`config.mk`:
```
export PLATFORM = sky130hd
export DESIGN_NAME = pixel_blend_unit
export DESIGN_NICKNAME = d
export VERILOG_FILES = /design/src/sv/pbu_pkg.sv /design/src/sv/pbu_channel.sv /design/src/sv/pixel_blend_unit.sv
export SDC_FILE = /design/constraint.sdc
export NUM_CORES = 2
export LEC_CHECK = 0
export BUFFER_PORTS_ARGS = -buffer_cell sky130_fd_sc_hd__buf_2
export CORE_MARGIN = 1
export CORE_UTILIZATION = 25
export CTS_BUF_LIST = sky130_fd_sc_hd__clkbuf_4
export CTS_CLUSTER_SIZE = 30
export DETAILED_ROUTE_END_ITERATION = 10
export MAX_ROUTING_LAYER = met4
export SYNTH_ARGS = -nofsm -noshare
export SYNTH_HDL_FRONTEND = slang
export SYNTH_SLANG_ARGS = --single-unit
```
`constraint.sdc`:
```
create_clock -name clk -period 27.9 [get_ports clk]
set_clock_uncertainty 0.15 [all_clocks]
set_input_delay 5.58 -clock clk [delete_from_list [all_inputs] [get_ports clk]]
set_output_delay 5.58 -clock clk [all_outputs]
set_load 0.01 [all_outputs]
```
`src/sv/pbu_pkg.sv`:
```
// shared types, mode codes and register indexes of the pixel blend unit
package pbu_pkg;

  typedef enum logic [3:0] {
    MODE_MULTIPLY   = 4'd0,
    MODE_SUBTRACT   = 4'd1,
    MODE_SCREEN     = 4'd2,
    MODE_OVERLAY    = 4'd3,
    MODE_ADD        = 4'd4,
    MODE_SCALE      = 4'd5,
    MODE_GRAY_RED   = 4'd6,
    MODE_GRAY_GREEN = 4'd7,
    MODE_GRAY_BLUE  = 4'd8
  } mode_t;

  localparam int ADDR_W = 5;
  localparam int INDEX_W = 3;

  localparam logic [INDEX_W-1:0] REG_OFFSET_RED   = 3'd0;
  localparam logic [INDEX_W-1:0] REG_OFFSET_GREEN = 3'd1;
  localparam logic [INDEX_W-1:0] REG_OFFSET_BLUE  = 3'd2;
  localparam logic [INDEX_W-1:0] REG_GAIN_RED     = 3'd3;
  localparam logic [INDEX_W-1:0] REG_GAIN_GREEN   = 3'd4;
  localparam logic [INDEX_W-1:0] REG_GAIN_BLUE    = 3'd5;

  localparam logic signed [8:0]  OFFSET_RESET = 9'sd0;
  localparam logic signed [15:0] GAIN_RESET   = 16'sd256;

  typedef struct packed {
    logic [3:0] mode;
    logic [7:0] top_red;
    logic [7:0] top_green;
    logic [7:0] top_blue;
    logic [7:0] bottom_red;
    logic [7:0] bottom_green;
    logic [7:0] bottom_blue;
  } pixel_in_t;

  typedef struct packed {
    logic [7:0] out_red;
    logic [7:0] out_green;
    logic [7:0] out_blue;
  } pixel_out_t;

endpackage

```
`src/sv/pbu_channel.sv`:
```
// blend logic for one color channel
module pbu_channel (
  input  logic [3:0]        mode,
  input  logic [7:0]        top,
  input  logic [7:0]        bottom,
  input  logic signed [8:0] offset,
  input  logic signed [15:0] gain,
  output logic [7:0]        value
);
  import pbu_pkg::*;

  // rounded divide by 255: estimate from shifts, then one correction step
  function automatic logic [8:0] div255(input logic [16:0] x);
    logic [16:0] y;
    logic [16:0] sum;
    logic [8:0]  est;
    logic [16:0] est_x255;
    logic [16:0] rem;
    y        = x + 17'd127;
    sum      = y + (y >> 8);
    est      = sum[16:8];
    est_x255 = {est, 8'd0} - {8'd0, est};
    rem      = y - est_x255;
    div255   = est + {8'd0, (rem >= 17'd255)};
  endfunction

  logic        invert_ops;
  logic        double_prod;
  logic [7:0]  op_a;
  logic [7:0]  op_b;
  logic [15:0] prod;
  logic [16:0] prod_x;
  logic [8:0]  quot;
  logic [7:0]  blend_out;

  logic [8:0]  diff;
  logic [7:0]  sub_out;

  logic signed [9:0] add_sum;
  logic [7:0]  add_out;

  logic signed [24:0] scaled;
  logic signed [24:0] rounded;
  logic [15:0] shifted;
  logic [7:0]  scale_out;

  // multiply, screen and both overlay halves share one product
  assign invert_ops  = (mode == MODE_SCREEN) || ((mode == MODE_OVERLAY) && bottom[7]);
  assign double_prod = (mode == MODE_OVERLAY);
  assign op_a        = invert_ops ? ~top : top;
  assign op_b        = invert_ops ? ~bottom : bottom;
  assign prod        = op_a * op_b;
  assign prod_x      = double_prod ? {prod, 1'b0} : {1'b0, prod};
  assign quot        = div255(prod_x);
  assign blend_out   = invert_ops ? ~quot[7:0] : quot[7:0];

  assign diff    = {1'b0, bottom} - {1'b0, top};
  assign sub_out = diff[8] ? 8'd0 : diff[7:0];

  assign add_sum = $signed({2'b00, top}) + $signed({offset[8], offset});
  always_comb begin
    if (add_sum[9]) begin
      add_out = 8'd0;
    end else if (add_sum[8]) begin
      add_out = 8'd255;
    end else begin
      add_out = add_sum[7:0];
    end
  end

  assign scaled  = $signed({1'b0, top}) * gain;
  assign rounded = scaled + 25'sd128;
  assign shifted = rounded[23:8];
  always_comb begin
    if (rounded[24]) begin
      scale_out = 8'd0;
    end else if (|shifted[15:8]) begin
      scale_out = 8'd255;
    end else begin
      scale_out = shifted[7:0];
    end
  end

  always_comb begin
    unique case (mode)
      MODE_MULTIPLY, MODE_SCREEN, MODE_OVERLAY: value = blend_out;
      MODE_SUBTRACT: value = sub_out;
      MODE_ADD:      value = add_out;
      MODE_SCALE:    value = scale_out;
      default:       value = 8'd0;
    endcase
  end

endmodule

```
`src/sv/pixel_blend_unit.sv`:
```
// top level of the pixel blend unit: input register, channel blend, result register, apb registers
//
//  channel   signals                                   transfer
//  -------   ---------------------------------------   ---------------------------------
//  input     start, busy, pixel                        edge with start high and busy low
//  result    done, result                              edge that ends the done cycle
//  config    psel, penable, pwrite, paddr, pwdata,     edge with psel, penable, pwrite
//            prdata, pready                            and pready high
//
// one pixel per clock; the input register loads at the input transfer edge and the result
// register at the next edge, then the result transfers at the edge that ends the done cycle
// done is high for that one cycle
// busy is always low: the blend path is a single registered pass
// rst is synchronous: clears the valid flags and loads register reset values
// the receiver cannot stall, so no backpressure path exists
module pixel_blend_unit (
  input  logic                          clk,
  input  logic                          rst,
  input  logic                          start,
  output logic                          busy,
  input  pbu_pkg::pixel_in_t            pixel,
  output logic                          done,
  output pbu_pkg::pixel_out_t           result,
  input  logic                          psel,
  input  logic                          penable,
  input  logic                          pwrite,
  input  logic [pbu_pkg::ADDR_W-1:0]    paddr,
  input  logic [31:0]                   pwdata,
  output logic [31:0]                   prdata,
  output logic                          pready
);
  import pbu_pkg::*;

  // configuration registers
  logic signed [8:0]  offset_red;
  logic signed [8:0]  offset_green;
  logic signed [8:0]  offset_blue;
  logic signed [15:0] gain_red;
  logic signed [15:0] gain_green;
  logic signed [15:0] gain_blue;

  logic               cfg_write;
  logic [INDEX_W-1:0] cfg_index;

  // input register stage
  logic      in_valid;
  pixel_in_t pix;

  // channel outputs and next result
  logic [7:0] chan_red;
  logic [7:0] chan_green;
  logic [7:0] chan_blue;
  pixel_out_t result_next;

  assign busy   = 1'b0;
  assign pready = 1'b1;

  // apb access: register i sits at byte address 4*i
  assign cfg_write = psel && penable && pwrite && pready;
  assign cfg_index = paddr[ADDR_W-1:2];

  always_ff @(posedge clk) begin
    if (rst) begin
      offset_red   <= OFFSET_RESET;
      offset_green <= OFFSET_RESET;
      offset_blue  <= OFFSET_RESET;
      gain_red     <= GAIN_RESET;
      gain_green   <= GAIN_RESET;
      gain_blue    <= GAIN_RESET;
    end else if (cfg_write) begin
      unique case (cfg_index)
        REG_OFFSET_RED:   offset_red   <= pwdata[8:0];
        REG_OFFSET_GREEN: offset_green <= pwdata[8:0];
        REG_OFFSET_BLUE:  offset_blue  <= pwdata[8:0];
        REG_GAIN_RED:     gain_red     <= pwdata[15:0];
        REG_GAIN_GREEN:   gain_green   <= pwdata[15:0];
        REG_GAIN_BLUE:    gain_blue    <= pwdata[15:0];
        default: ;  // writes past the last register are dropped
      endcase
    end
  end

  // read back raw register bits, zero filled
  always_comb begin
    unique case (cfg_index)
      REG_OFFSET_RED:   prdata = {23'd0, offset_red};
      REG_OFFSET_GREEN: prdata = {23'd0, offset_green};
      REG_OFFSET_BLUE:  prdata = {23'd0, offset_blue};
      REG_GAIN_RED:     prdata = {16'd0, gain_red};
      REG_GAIN_GREEN:   prdata = {16'd0, gain_green};
      REG_GAIN_BLUE:    prdata = {16'd0, gain_blue};
      default:          prdata = 32'd0;
    endcase
  end

  // capture every input transfer; the payload needs no reset
  always_ff @(posedge clk) begin
    if (rst) begin
      in_valid <= 1'b0;
    end else begin
      in_valid <= start && !busy;
    end
  end

  always_ff @(posedge clk) begin
    if (start && !busy) begin
      pix <= pixel;
    end
  end

  // one blend slice per channel, each with its own offset and gain
  pbu_channel u_red (
    .mode   (pix.mode),
    .top    (pix.top_red),
    .bottom (pix.bottom_red),
    .offset (offset_red),
    .gain   (gain_red),
    .value  (chan_red)
  );

  pbu_channel u_green (
    .mode   (pix.mode),
    .top    (pix.top_green),
    .bottom (pix.bottom_green),
    .offset (offset_green),
    .gain   (gain_green),
    .value  (chan_green)
  );

  pbu_channel u_blue (
    .mode   (pix.mode),
    .top    (pix.top_blue),
    .bottom (pix.bottom_blue),
    .offset (offset_blue),
    .gain   (gain_blue),
    .value  (chan_blue)
  );

  // gray modes copy one top channel to all three outputs;
  // unused mode codes come out of the channel slices as zero
  always_comb begin
    unique case (pix.mode)
      MODE_GRAY_RED:   result_next = '{pix.top_red, pix.top_red, pix.top_red};
      MODE_GRAY_GREEN: result_next = '{pix.top_green, pix.top_green, pix.top_green};
      MODE_GRAY_BLUE:  result_next = '{pix.top_blue, pix.top_blue, pix.top_blue};
      default:         result_next = '{chan_red, chan_green, chan_blue};
    endcase
  end

  // result register: done marks the single cycle the result is valid
  always_ff @(posedge clk) begin
    if (rst) begin
      done <= 1'b0;
    end else begin
      done <= in_valid;
    end
  end

  always_ff @(posedge clk) begin
    if (in_valid) begin
      result <= result_next;
    end
  end

endmodule
```
Word level (Yosys, flattened, before mapping)
Index checks and enable logic that the tools add are counted.
{ "totals": {"register_bits": 153, "latch_bits": 0, "ram_bits": 0, "romBits": 0, "inputBits": 95, "out_inout_bits": 59, "wordCells": 125, "mem_count": 0} }
{ "op_classes": {"add_sub_neg": 24, "mul": 6, "div": 0, "order_cmp": 3, "eq_ne": 13, "shifts": 0, "muxes": 32, "bitwise": 9, "reduce_logical": 20} }
{ "op_table": {"columns": ["op", "count"], "rows": [
  ["$mux W8", 24],
  ["$pmux W16 S6", 1],
  ["$pmux W8 S4", 3],
  ["$add A25 B9 Y25 const B", 3],
  ["$mul A9 B16 Y25", 3],
  ["$not A8 Y8", 9],
  ["$pmux W24 S3", 1],
  ["$add A17 B7 Y17 const B", 3],
  ["$add A17 B9 Y17", 3],
  ["$ge A17 B8 Y1 const B", 3],
  ["$mux W17", 3],
  ["$sub A17 B17 Y17", 3],
  ["$sub A17 B9 Y17", 3],
  ["$mul A8 B8 Y16", 3],
  ["$add A9 B9 Y10", 3],
  ["$sub A8 B8 Y9", 3],
  ["$add A8 B1 Y8", 3],
  ["$reduce_or A8 Y1", 3],
  ["$eq A4 B3 Y1 const B", 4],
  ["$reduce_and A2 Y1", 6],
  ["$eq A4 B2 Y1 const B", 2],
  ["$eq A3 B2 Y1 const B", 2],
  ["$eq A3 B3 Y1 const B", 2],
  ["$logic_and A1 B1 Y1", 5],
  ["other kinds (7)", 9]
]} }

Longest topological paths before layout
{ "depth": {"word_depth": 16, "ltp_mapped": 59, "depth_no_buf": 55} }

Cells and area by module
A second synthesis with hierarchy kept.
{ "unflattened": {"hier_cells": 4518, "area_unflattened_um2": 37840.0} }
{ "modules_own_cells": {"columns": ["mod", "n_inst", "cells_each", "area_each_um2", "seq_area_each_um2"], "rows": [
  ["pbu_channel (u_red)", 1, 1334, 10593.9, 0.0],
  ["pbu_channel (u_blue)", 1, 1335, 10480.1, 0.0],
  ["pbu_channel (u_green)", 1, 1319, 10298.6, 0.0],
  ["pixel_blend_unit", 1, 530, 6467.5, 3823.7]
]} }

Least setup slack after synthesis
No wires, ideal clock.
{ "synth_timing": {"path_type": "input-to-output", "start": "input port paddr[2] (netlist name)", "end": "output port prdata[12]", "arrival_time_ps": 7029, "setup_slack_ps": 15141, "stages": 5, "path_buffers": 3, "cell_sequence": "clkbuf_1 buf_1 clkbuf_1 mux2i_1 o21ai_0"} }
{ "synth_between": {"elab_chain_len": 2, "elab_cells_between_ends": 7, "classes_between": "5 x eq/ne; 1 x mux; 1 x reduce/logical"} }
{ "synth_lines": {"columns": ["element", "line_no", "source"], "rows": [
  ["start, declared", "pixel_blend_unit.sv:27", "input logic [pbu_pkg::ADDR_W-1:0] paddr,"],
  ["$eq A3 B3 Y1, or another cell as far along", "pixel_blend_unit.sv:85", "unique case (cfg_index)"],
  ["$pmux W16 S6 *", "pixel_blend_unit.sv:85", null],
  ["end, declared", "pixel_blend_unit.sv:29", "output logic [31:0] prdata,"]
]} }
Mark *: on every way between the ends. The rest lies on a longest branch, timed or not.

==> metrics <==
drt first-iter violations 2206; area grow syn2layout 7.02%; CTS buffer count 17; layout cells sized above 1 under 10%; Final HPWL DP 87.3 mm; Sink Count roughly 150; Final period util 52.7%; crit-path max cell delay 0.67 ns; first-pass GRT wire length 172 mm; port bufs 117; Nets approximately 5.5k; clk buf depth 2; 1st-pass router iterations 8; core region area ~150000 um^2; worst reg2reg setup slack ~13 ns; min-delay src offset_blue[2]; max-slew violation count 0; Avg WL per Cell around 17 um; Row Count approximately 140; worst rel slew slack under 10%; final hold viol count 0; Synth Area per Inst roughly 8.1 um^2; DIE HEIGHT 390 um; Max FO, Critical Path 41; Routability Congestion a little over 0.9; vias in the first global route 31.1k; total negative slack 0 ns; DIE AREA around 150000 um^2; CTS root buf clkbuf_4; Routed WL approximately 110 mm; Max Cap Violations 0; Fill cells 16.1k; FF-to-FF End result[14]; IO Pins ~150; H-tree lvl count 4; Post-synth top flop dfxtp_1; most common cell after layout, fill and taps aside inv_1; Antenna Nets Post-Route 0; Overflow after GRT 0; cell depth of the worst flop-to-flop path 51; Hold EP offset_blue[2]; Die X-Extent around 390 um; pin count of the biggest net entering global routing 78; sequential share of the synthesized area roughly 10%; CP Launch Type flop; final setup vio count 0; commonest non-fill, non-tap cells in the layout inv_1 (711), nand2_1 (474), ha_1 (463), fa_1 (423), o21ai_0 (311); mapped cell area 37600 um^2; DRC errors left 0; Worst-Skew Late Latency slightly below 0.9 ns; Async S/R FF share, synth 0%; Synth warnings 0; depth of the worst hold-timing path 2; CP max-delay cell edfxtp_1; Hold Buf Count CTS 0; # resized after CTS 0; Worst Max-Slew Pin Slew between 1 and 1.5 ns; routed vias/inst 4.80; worst min path class flop to flop; WP data arrival approximately 15 ns; Synth area leader fa_1; Netlist cell types 114; clk slew on worst S/H paths about 0.20 ns; Initial Util about a quarter; GRT Util Overall around 15%; postcts setup bufs 0; post-layout minimum cycle time between 10 and 15 ns; critical setup path kind flop to flop; CTS tree done; via count about 32k; worst reg2reg startpoint pix[49]; fmax about 70 MHz; initial antenna violation count 9; RSZ-0062 raised after global routing false; top post-synthesis cells by area fa_1 (23%), ha_1 (15%), inv_1 (7.1%); Worst Setup End Kind flop; post-synthesis register bit count 153; Synth top area share 22.5%; EDFF count, synth 76; status complete, no violations; Worst Path Required around 28 ns; Post-Synthesis Cells 4624
==> synthesized netlist by cell type (all sizes together) (10+ instances only) <==
| cell type | instances |
|---|---|
| inv | 712 |
| nand2 | 477 |
| ha | 463 |
| fa | 423 |
| o21ai | 320 |
| and2 | 253 |
| nor2 | 230 |
| a21oi | 214 |
| xnor2 | 177 |
| clkbuf | 173 |
| nand3 | 113 |
| buf | 83 |
| dfxtp | 77 |
| edfxtp | 76 |
| mux2i | 65 |
| a21o | 64 |
| nor3 | 62 |
| xor2 | 62 |
| nor2b | 48 |
| or3 | 40 |
| nand2b | 35 |
| o211ai | 34 |
| a31oi | 32 |
| a211oi | 31 |
| o21a | 30 |
| and3 | 24 |
| nor4 | 23 |
| nand4 | 19 |
| or2 | 18 |
| nand3b | 15 |
| o31ai | 15 |
| a221oi | 13 |
| o221ai | 11 |
| a2111oi | 10 |
| a311oi | 10 |
| nor3b | 10 |
| or4 | 10 |
==> registers in the layout, indices dropped and copies added (netlist names), 9 cells and up <==
| signal | count |
|---|---|
| gain_red | 16 |
| offset_blue | 9 |
| pix | 52 |
| gain_blue | 16 |
| gain_green | 16 |
| result | 24 |
| offset_red | 9 |
| offset_green | 9 |
==> layer usage <==
| metal | wire, um | up-vias | GRT usage (%) |
|---|---|---|---|
| met3 | 5990 | 159 | 1.91 |
| li1 | - | 15200 | - |
| met4 | 3430 | 0 | 5.60 |
| met5 | 0 | - | - |
| met1 | 49200 | 15400 | 19.3 |
| met2 | 50100 | 860 | 23.2 |
==> worst max-delay path: cells and delay by family, from the launching register on <==
family	cells	cell delay [ns]
AOI/OAI and AO/OA	17	4.53
buffers and inverters	8	1.10
DFF	1	0.67
xor gates and xnor gates	2	0.36
and+or+nand+nor	14	3.83
adders and majority gates	10	3.68
==> cells by family (layout without fill, tap and decap cells) <==
family / Yosys count / in the layout / share of synthesized area [%]
buf+inv: 968 / 898 / 10.2
flops: 153 / 153 / 10.2
other cells: 2 / 29 / 0.0200
fa+ha+maj: 886 / 886 / 38.0
mux: 68 / 68 / 1.82
simple gates: 1408 / 1408 / 18.8
xor+xnor: 240 / 240 / 5.72
compound gates: 899 / 899 / 15.3
==> metrics by stage <==
step	setup WS, ns	instance area (um^2)	cells	hold slack [ns]	utilization, %
final	13.21	40200	6583	0.404	27.1
after global routing	12.07	40200	6582	0.437	27.1
after CTS	13.34	40200	6572	0.403	27.1
after detailed placement	13.45	39900	6540	0.374	26.9
after global placement	13.82	39900	6540	0.374	26.9
after floorplan	15.14	37600	4640	0.339	-
==> cell type report <==
type	count	area, um^2	area share [%]
diodes	11	27.5	0.0685
clock buffers	17	128	0.317
clock inverters	15	163	0.405
inverters	712	2670	6.65
multi-input cells	3519	30000	74.7
flip-flops and latches	153	3820	9.51
well taps	2002	2500	6.23
repair buffers	154	866	2.15
==> worst max path at each step <==
| stage | start | to | slack [ns] | depth (start not counted) |
|---|---|---|---|---|
| global placement | pix[49] | result[14] | 13.82 | 52 |
| finish | pix[49] | result[14] | 13.21 | 51 |
| floorplan | paddr[2] | prdata[12] | 15.14 | 5 |
| CTS | pix[49] | result[14] | 13.34 | 52 |
| global route | pix[49] | result[14] | 12.07 | 51 |
| detailed placement | pix[49] | result[14] | 13.45 | 52 |
Power is not shown: default switching activity piles up to over one toggle a cycle in this logic, so the estimate is an artifact.
